--- src/rtl/spq_pkg.sv ---
// ----------------------------------------------------------------------------
// spq_pkg: shared types and constants of the sorted priority queue
// Capacity, derived widths, command and status codes, and the command and
// status groups between the controller and the datapath.
// ----------------------------------------------------------------------------
package spq_pkg;

  localparam int unsigned DEPTH  = 16;
  localparam int unsigned AddrW  = (DEPTH > 1) ? $clog2(DEPTH) : 1;
  localparam int unsigned CntW   = $clog2(DEPTH + 1);
  localparam int unsigned DataW  = 32;
  localparam int unsigned PosW   = 4;
  localparam int unsigned CountW = 5;

  typedef enum logic [1:0] {
    CMD_INSERT = 2'd0,
    CMD_REMOVE = 2'd1,
    CMD_FIND   = 2'd2
  } cmd_e;

  typedef enum logic [1:0] {
    ST_OK        = 2'd0,
    ST_NOT_FOUND = 2'd1,
    ST_FULL      = 2'd2
  } status_e;

  // controller -> datapath
  typedef struct packed {
    logic             load_item;
    logic             rd_en;
    logic [AddrW-1:0] rd_addr;
    logic             wr_en;
    logic [AddrW-1:0] wr_addr;
    logic             wr_item;   // write the held item, else the last read word
    logic             load_out;
    status_e          out_status;
    logic [AddrW-1:0] out_pos;
    logic [CntW-1:0]  out_count;
  } dp_cmd_t;

  // datapath -> controller
  typedef struct packed {
    logic less;      // last read entry < held item (signed)
    logic equal;     // last read entry == held item
    logic out_busy;  // result register full and not being taken
  } dp_sts_t;

endpackage

--- src/rtl/spq_datapath.sv ---
// ----------------------------------------------------------------------------
// spq_datapath: entry store, compare and result register
// Holds the sorted entries in a single-port-write memory with registered
// read, a copy of the head entry, the current item and the output word.
// ----------------------------------------------------------------------------
module spq_datapath
  import spq_pkg::*;
(
  input  logic                    clk_i,
  input  logic                    rst_ni,
  input  dp_cmd_t                 cmd_i,
  output dp_sts_t                 sts_o,
  input  logic signed [DataW-1:0] item_i,
  output logic                    out_valid_o,
  input  logic                    out_ready_i,
  output status_e                 out_status_o,
  output logic [PosW-1:0]         out_pos_o,
  output logic signed [DataW-1:0] out_head_o,
  output logic [CountW-1:0]       out_count_o
);

  logic signed [DataW-1:0] mem [DEPTH];
  logic signed [DataW-1:0] item_q;
  logic signed [DataW-1:0] rd_data_q;
  logic signed [DataW-1:0] head_q;
  logic signed [DataW-1:0] wr_data;
  logic                    out_valid_q;
  status_e                 out_status_q;
  logic [PosW-1:0]         out_pos_q;
  logic signed [DataW-1:0] out_head_q;
  logic [CountW-1:0]       out_count_q;

  assign wr_data = cmd_i.wr_item ? item_q : rd_data_q;

  // memory: no reset, only entries below the fill count are ever read
  always_ff @(posedge clk_i) begin
    if (cmd_i.wr_en) begin
      mem[cmd_i.wr_addr] <= wr_data;
    end
    if (cmd_i.rd_en) begin
      rd_data_q <= mem[cmd_i.rd_addr];
    end
  end

  // payload registers
  always_ff @(posedge clk_i) begin
    if (cmd_i.load_item) begin
      item_q <= item_i;
    end
    if (cmd_i.wr_en && (cmd_i.wr_addr == '0)) begin
      head_q <= wr_data;
    end
    if (cmd_i.load_out) begin
      out_status_q <= cmd_i.out_status;
      out_pos_q    <= PosW'(cmd_i.out_pos);
      out_count_q  <= CountW'(cmd_i.out_count);
      out_head_q   <= (cmd_i.out_count == '0) ? '0 : head_q;
    end
  end

  always_ff @(posedge clk_i or negedge rst_ni) begin
    if (!rst_ni) begin
      out_valid_q <= 1'b0;
    end else if (cmd_i.load_out) begin
      out_valid_q <= 1'b1;
    end else if (out_ready_i) begin
      out_valid_q <= 1'b0;
    end
  end

  assign sts_o.less     = rd_data_q < item_q;
  assign sts_o.equal    = rd_data_q == item_q;
  assign sts_o.out_busy = out_valid_q && !out_ready_i;

  assign out_valid_o  = out_valid_q;
  assign out_status_o = out_status_q;
  assign out_pos_o    = out_pos_q;
  assign out_head_o   = out_head_q;
  assign out_count_o  = out_count_q;

endmodule

--- src/rtl/spq_ctrl.sv ---
// ----------------------------------------------------------------------------
// spq_ctrl: command sequencer of the sorted priority queue
// Scans the entries one at a time, then shifts the tail up (insert) or
// down (remove) one entry at a time, a read then a write; keeps the fill count.
// ----------------------------------------------------------------------------
module spq_ctrl
  import spq_pkg::*;
(
  input  logic       clk_i,
  input  logic       rst_ni,
  input  logic       in_valid_i,
  output logic       in_ready_o,
  input  logic [1:0] in_cmd_i,
  output dp_cmd_t    cmd_o,
  input  dp_sts_t    sts_i
);

  typedef enum logic [2:0] {
    S_IDLE,
    S_SCAN_RD,
    S_SCAN_CHK,
    S_SH_RD,
    S_SH_WR,
    S_PUT,
    S_DONE
  } state_e;

  state_e           state_q, state_d;
  cmd_e             op_q, op_d;
  status_e          status_q, status_d;
  logic [CntW-1:0]  idx_q, idx_d;
  logic [CntW-1:0]  sh_q, sh_d;
  logic [CntW-1:0]  count_q, count_d;
  logic [AddrW-1:0] pos_q, pos_d;
  logic [CntW-1:0]  sh_m1;
  logic [CntW-1:0]  sh_p1;
  logic             accept;

  assign sh_m1  = sh_q - CntW'(1);
  assign sh_p1  = sh_q + CntW'(1);
  assign accept = in_valid_i && (state_q == S_IDLE);
  assign in_ready_o = (state_q == S_IDLE);

  always_comb begin
    state_d  = state_q;
    op_d     = op_q;
    status_d = status_q;
    idx_d    = idx_q;
    sh_d     = sh_q;
    count_d  = count_q;
    pos_d    = pos_q;

    cmd_o            = '0;
    cmd_o.out_status = status_q;
    cmd_o.out_pos    = pos_q;
    cmd_o.out_count  = count_q;
    cmd_o.load_item  = accept;

    case (state_q)
      S_IDLE: begin
        if (accept) begin
          op_d     = cmd_e'(in_cmd_i);
          idx_d    = '0;
          pos_d    = '0;
          status_d = ST_NOT_FOUND;
          case (in_cmd_i)
            CMD_INSERT: begin
              if (count_q == CntW'(DEPTH)) begin
                status_d = ST_FULL;
                state_d  = S_DONE;
              end else begin
                state_d = S_SCAN_RD;
              end
            end
            CMD_REMOVE, CMD_FIND: state_d = S_SCAN_RD;
            default:              state_d = S_DONE;
          endcase
        end
      end

      S_SCAN_RD: begin
        if (idx_q == count_q) begin
          if (op_q == CMD_INSERT) begin
            // nothing greater or equal: append at the tail
            pos_d   = idx_q[AddrW-1:0];
            state_d = S_PUT;
          end else begin
            state_d = S_DONE;
          end
        end else begin
          cmd_o.rd_en   = 1'b1;
          cmd_o.rd_addr = idx_q[AddrW-1:0];
          state_d       = S_SCAN_CHK;
        end
      end

      S_SCAN_CHK: begin
        if (op_q == CMD_INSERT) begin
          if (!sts_i.less) begin
            pos_d   = idx_q[AddrW-1:0];
            sh_d    = count_q;
            state_d = S_SH_RD;
          end else begin
            idx_d   = idx_q + CntW'(1);
            state_d = S_SCAN_RD;
          end
        end else if (sts_i.equal) begin
          pos_d    = idx_q[AddrW-1:0];
          status_d = ST_OK;
          sh_d     = idx_q;
          state_d  = (op_q == CMD_REMOVE) ? S_SH_RD : S_DONE;
        end else begin
          idx_d   = idx_q + CntW'(1);
          state_d = S_SCAN_RD;
        end
      end

      S_SH_RD: begin
        if (op_q == CMD_INSERT) begin
          if (sh_q > CntW'(pos_q)) begin
            cmd_o.rd_en   = 1'b1;
            cmd_o.rd_addr = sh_m1[AddrW-1:0];
            state_d       = S_SH_WR;
          end else begin
            state_d = S_PUT;
          end
        end else begin
          if (sh_p1 < count_q) begin
            cmd_o.rd_en   = 1'b1;
            cmd_o.rd_addr = sh_p1[AddrW-1:0];
            state_d       = S_SH_WR;
          end else begin
            count_d = count_q - CntW'(1);
            state_d = S_DONE;
          end
        end
      end

      S_SH_WR: begin
        cmd_o.wr_en   = 1'b1;
        cmd_o.wr_addr = sh_q[AddrW-1:0];
        sh_d          = (op_q == CMD_INSERT) ? sh_m1 : sh_p1;
        state_d       = S_SH_RD;
      end

      S_PUT: begin
        cmd_o.wr_en   = 1'b1;
        cmd_o.wr_addr = pos_q;
        cmd_o.wr_item = 1'b1;
        count_d       = count_q + CntW'(1);
        status_d      = ST_OK;
        state_d       = S_DONE;
      end

      S_DONE: begin
        if (!sts_i.out_busy) begin
          cmd_o.load_out = 1'b1;
          state_d        = S_IDLE;
        end
      end

      default: state_d = S_IDLE;
    endcase
  end

  always_ff @(posedge clk_i or negedge rst_ni) begin
    if (!rst_ni) begin
      state_q  <= S_IDLE;
      op_q     <= CMD_INSERT;
      status_q <= ST_OK;
      idx_q    <= '0;
      sh_q     <= '0;
      count_q  <= '0;
      pos_q    <= '0;
    end else begin
      state_q  <= state_d;
      op_q     <= op_d;
      status_q <= status_d;
      idx_q    <= idx_d;
      sh_q     <= sh_d;
      count_q  <= count_d;
      pos_q    <= pos_d;
    end
  end

endmodule

--- src/rtl/sorted_priority_queue.sv ---
// ----------------------------------------------------------------------------
// sorted_priority_queue: bounded sorted list of signed 32-bit words
// Slave stream takes a command word (insert, remove first equal, find first
// equal) with its value; the master stream returns one result word per
// command: status, position, head value and fill count.
//
// Use:
//   - s_axis: tuser carries the command, tdata the value. tready is high
//     only while the sequencer is idle; one command is in work at a time.
//   - m_axis: one word per accepted command. A result register parts the
//     two sides, so the next command is taken while a result still waits.
//   - The scan and the shift each move one entry at a time through the
//     entry memory's single read port with registered read data; a
//     reject (queue full, unused code) goes straight to the result.
//   - Reset empties the queue (fill count zero); memory is not cleared.
//   - A stalled receiver holds the result word; the sequencer waits in its
//     final state until the result register is free.
// ----------------------------------------------------------------------------
module sorted_priority_queue
  import spq_pkg::*;
(
  input  logic        clk_i,
  input  logic        rst_ni,
  // command word
  input  logic        s_axis_tvalid,
  output logic        s_axis_tready,
  input  logic [31:0] s_axis_tdata,   // [31:0] item_value
  input  logic [1:0]  s_axis_tuser,   // [1:0] cmd
  // result word
  output logic        m_axis_tvalid,
  input  logic        m_axis_tready,
  output logic [47:0] m_axis_tdata,   // [3:0] position, [35:4] head_value,
                                      // [40:36] count, [47:41] zero
  output logic [1:0]  m_axis_tuser    // [1:0] status
);

  dp_cmd_t                 dp_cmd;
  dp_sts_t                 dp_sts;
  status_e                 out_status;
  logic [PosW-1:0]         out_pos;
  logic signed [DataW-1:0] out_head;
  logic [CountW-1:0]       out_count;

  spq_ctrl u_ctrl (
    .clk_i      (clk_i),
    .rst_ni     (rst_ni),
    .in_valid_i (s_axis_tvalid),
    .in_ready_o (s_axis_tready),
    .in_cmd_i   (s_axis_tuser),
    .cmd_o      (dp_cmd),
    .sts_i      (dp_sts)
  );

  spq_datapath u_datapath (
    .clk_i        (clk_i),
    .rst_ni       (rst_ni),
    .cmd_i        (dp_cmd),
    .sts_o        (dp_sts),
    .item_i       (s_axis_tdata),
    .out_valid_o  (m_axis_tvalid),
    .out_ready_i  (m_axis_tready),
    .out_status_o (out_status),
    .out_pos_o    (out_pos),
    .out_head_o   (out_head),
    .out_count_o  (out_count)
  );

  // pack the result word, lowest field first
  assign m_axis_tdata = {7'd0, out_count, out_head, out_pos};
  assign m_axis_tuser = out_status;

endmodule

--- config.mk ---
export PLATFORM = sky130hd
export DESIGN_NAME = sorted_priority_queue
export DESIGN_NICKNAME = d
export VERILOG_FILES = /design/src/rtl/spq_pkg.sv /design/src/rtl/spq_datapath.sv /design/src/rtl/spq_ctrl.sv /design/src/rtl/sorted_priority_queue.sv
export SDC_FILE = /design/constraint.sdc
export NUM_CORES = 1
export LEC_CHECK = 0
export BUFFER_PORTS_ARGS = -buffer_cell sky130_fd_sc_hd__buf_2
export CELL_PAD_IN_SITES_DETAIL_PLACEMENT = 2
export CELL_PAD_IN_SITES_GLOBAL_PLACEMENT = 2
export CORE_AREA = 3 3 264 266
export DETAILED_ROUTE_END_ITERATION = 8
export DIE_AREA = 0 0 267 269
export GPL_TIMING_DRIVEN = 0
export PLACE_DENSITY_LB_ADDON = 0.12
export SLEW_MARGIN = 25
export SYNTH_ARGS = -nofsm -noshare
export SYNTH_HDL_FRONTEND = slang
export SYNTH_SLANG_ARGS = --single-unit
--- constraint.sdc ---
create_clock -name clk_i -period 4.55 [get_ports clk_i]
set_input_delay 0.455 -clock clk_i [delete_from_list [all_inputs] [get_ports clk_i]]
set_output_delay 0.455 -clock clk_i [all_outputs]
set_load 0.02 [all_outputs]
==> flow_summary.toml <==
[synthesis]
synth_top_area_share_pct = 69.07
ys_warn_count = 0
synth_cell_types = 72
synth-main-ff-cell = "edfxtp_1"
synth_most_common_cell = "edfxtp_1"
yosys_register_bits = 646
synth_area_leaders = "edfxtp_1 69%, nand2_1 6.0%, a21oi_1 5.0%, dfrtp_1 2.5%, ha_1 2.2%"
seq_area_frac_synth_pct = 71.58
syn_inst = 2029
yosysTopAreaCell = "edfxtp_1"
synth_edf_count = 619
syn_area_per_cell_um2 = 13.26
synthTopCellsByCount = "619 x edfxtp_1, 432 x nand2_1, 267 x a21oi_1"
async_reset_ff_share_pct = 4.180
synth_area_um2 = 26910

[sta]
fin_setup_tns_ns = 0
rsz0062_at_grt = "true"
worst_pin_slew_ns = 1.088
finalCritPeriodShare_pct = 98.66
finalSetupViolations = 0
fin_worst_skew_ns = 0.01384
timing.slew.headroom_pct = 27.48
setup_slack_ns = 0.06087
clock.fmax_mhz = 222.8
finalHoldViolations = 0
maxSlewViolCount = 0
finalCriticalPeriod_ns = 4.489

[placed_design]
routabilityCongestion = 0.8254
pre_cts_slack_ns = 0.01063
dpl.hpwl_um = 66620
port_buffers = 82

[worst_setup_path]
worstPathMaxFanout = 10
endpoint_kind = "flop"
crit_path_start_kind = "flop"
crit_type = "reg -> reg"
cp.arrival_ns = 4.93
crit_required_ns = 4.99

[floorplan]
core_um2 = 67280
start_util_pct = 40.00
die_area_um2 = 71820
rows = 95
die_h_um = 269
die_w_um = 267
pin_count = 90

[clock_network]
numCtsBuffers = 73
h-tree-depth = 3
cts_root_buf = "clkbuf_16"
cts_tree = "built"
clkLatencyLatePin_ns = 0.62
cts.sinks = 646
clockBufferDepth = 3
clkTransAtPathRegs_ns = 0.06
post-cts-setup-buffer-count = 0

[power]
p_leak_nw = 11.43
powerDensity_nw_per_um2 = 679.0
ir_worst_vdd_uv = 324.3

[layout]
area_growth_pct = 19.79
seq_area_um2 = 19260
fill_cells = 6542
nets = 2367
antenna_cells = 0
drive_gt1_share_pct = 16.04
multiInputGateArea_um2 = 7037

[job]
cap_violations = 0

[detailed_routing]
drcViolationCount = 0
wl_per_cell_um = 30.19
via_per_inst = 5.844
wl_um = 96760
postRouteAntennaNets = 0
drtIter0Drc = 1495
vias = 18730
drt-pass1-iter-count = 5

[global_route]
antenna_found_initial = 1
grt_max_degree = 33
grt_pass1_vias = 20617
grt_util_all_layers_pct = 27.14
grt-busiest-layer = "met2"
grt_pass1_wl_um = 141000
met1_usage_pct = 35.51
grt_use_met2_pct = 46.93
overflow = 0
met3_usage_pct = 3.769

[outcome]
status = "finished, final reports clean"

[hold_path]
min_path_type = "in -> reg"
registers in the layout, summed over array words and instances (netlist names):
| register | flops |
|---|---|
| u_ctrl.count_q | 5 |
| u_ctrl.idx_q | 5 |
| u_ctrl.op_q | 2 |
| u_ctrl.pos_q | 4 |
| u_ctrl.sh_q | 5 |
| u_ctrl.state_q | 3 |
| u_ctrl.status_q | 2 |
| u_datapath.head_q | 3 |
| u_datapath.item_q | 32 |
| u_datapath.mem | 509 |
| u_datapath.out_count_o | 5 |
| u_datapath.out_head_o | 32 |
| u_datapath.out_pos_o | 4 |
| u_datapath.out_status_o | 2 |
| u_datapath.out_valid_o | 1 |
| u_datapath.rd_data_q | 32 |
layer usage:
layer	up-vias	share of wire, %
met2	598	50
met3	177	4.7
met1	9901	42
met5	-	0
met4	0	3.4
li1	8054	-
path summary, 6_finish.rpt:
check	to	cells past startpoint	start	slack [ns]
setup / recovery	u_datapath.rd_data_q[19]$_DFFE_PP_	13	u_ctrl.sh_q[2]$_DFFE_PN0P_	0.06
hold / removal	u_datapath.item_q[30]$_DFFE_PP_	1	s_axis_tdata[30]	0.02
setup reg to reg	u_datapath.rd_data_q[19]$_DFFE_PP_	13	u_ctrl.sh_q[2]$_DFFE_PN0P_	0.06
hold reg to reg	u_datapath.out_status_o[0]$_DFFE_PP_	0	u_ctrl.status_q[0]$_DFFE_PN0P_	0.46
max in group asynchronous	u_ctrl.count_q[0]$_DFFE_PN0P_	2	rst_ni	3.64
min in group asynchronous	u_ctrl.idx_q[0]$_DFFE_PN0P_	2	rst_ni	0.44
layout make-up:
type | instances | share of cell area, %
plain buffers | 128 | 1.983
clock buffers | 90 | 5.992
repair buffers | 170 | 5.546
flip-flops and latches | 646 | 59.75
clock inverters | 37 | 0.9509
well taps | 873 | 3.388
multi-input cells | 1213 | 21.83
inverters | 48 | 0.5589
kinds of logic after synthesis:
kind of cell	Yosys count	synth area share [%]
XOR/XNOR	16	0.5207
adder cells (fa/ha/maj)	49	2.306
flip-flops	646	71.58
AO/OA/AOI/OAI	548	12.93
multiplexers	13	0.6090
other	1	0.01393
AND/OR/NAND/NOR	580	9.047
buffers and inverters	176	2.989
where the power goes:
part / internal [W] / switching, W / leakage (nW)
Clock: 0.00320 / 0.00249 / 1.10
Combinational: 0.00220 / 0.00560 / 4.38
Sequential: 0.00808 / 0.000324 / 5.95
worst max-delay path, cell delays in order, from the launching register on:
cell and delay, ns:
dfrtp_1 0.41, buf_2 0.24, nand3_1 0.13, xnor2_1 0.27, ha_1 0.31, or2_0 0.21, a211oi_1 0.35, a21oi_1 0.17
a2bb2o_1 0.30, a21o_1 0.26, and2b_1 0.37, clkbuf_1 0.85, a32oi_1 0.26, o311ai_1 0.15
per-stage QoR:
step           utilization [%]  hold WS (ns)  instance area [um2]  total power (W)  std cells
2_1_floorplan                -        0.1594                26930          0.01275       2035
3_3_place_gp             42.27        0.4408                28440          0.01549       2990
3_5_place_dp             44.09        0.4454                29660          0.01618       3048
4_1_cts                  47.87     0.0007860                32200          0.02199       3205
5_1_grt                  47.92      0.003863                32240          0.02293       3205
6_report                 47.92       0.02298                32240          0.02189       3205
cells in the final DEF (no fill, tap or decap), types with 12 or more instances in the layout:
master / synthesis / final
a211o_1: 33 / 33
a21o_1: 39 / 39
a21oi_1: 267 / 267
a22oi_1: 32 / 32
a32oi_1: 32 / 32
buf_16: 0 / 30
buf_2: 52 / 134
buf_4: 9 / 33
clkbuf_1: 59 / 61
clkbuf_16: 0 / 74
clkbuf_2: 0 / 12
clkinv_2: 0 / 15
dfrtp_1: 27 / 27
dlygate4sd3_1: 0 / 30
edfxtp_1: 619 / 619
ha_1: 48 / 48
inv_1: 48 / 47
nand2_1: 432 / 432
nand3_1: 20 / 20
nor2_1: 41 / 25
nor2_4: 0 / 16
nor2b_1: 38 / 38
o21ai_0: 56 / 23
o21ai_1: 2 / 27
o311ai_1: 30 / 30
what timing repair did:
item | in CTS | in global routing
setup endpoints to repair | 0 | 25
resized for setup | 0 | 24
hold buffers | 30 | 0
endpoints found under the hold margin | 56 | 0
Note: power is estimated with default switching activity, not from simulation.
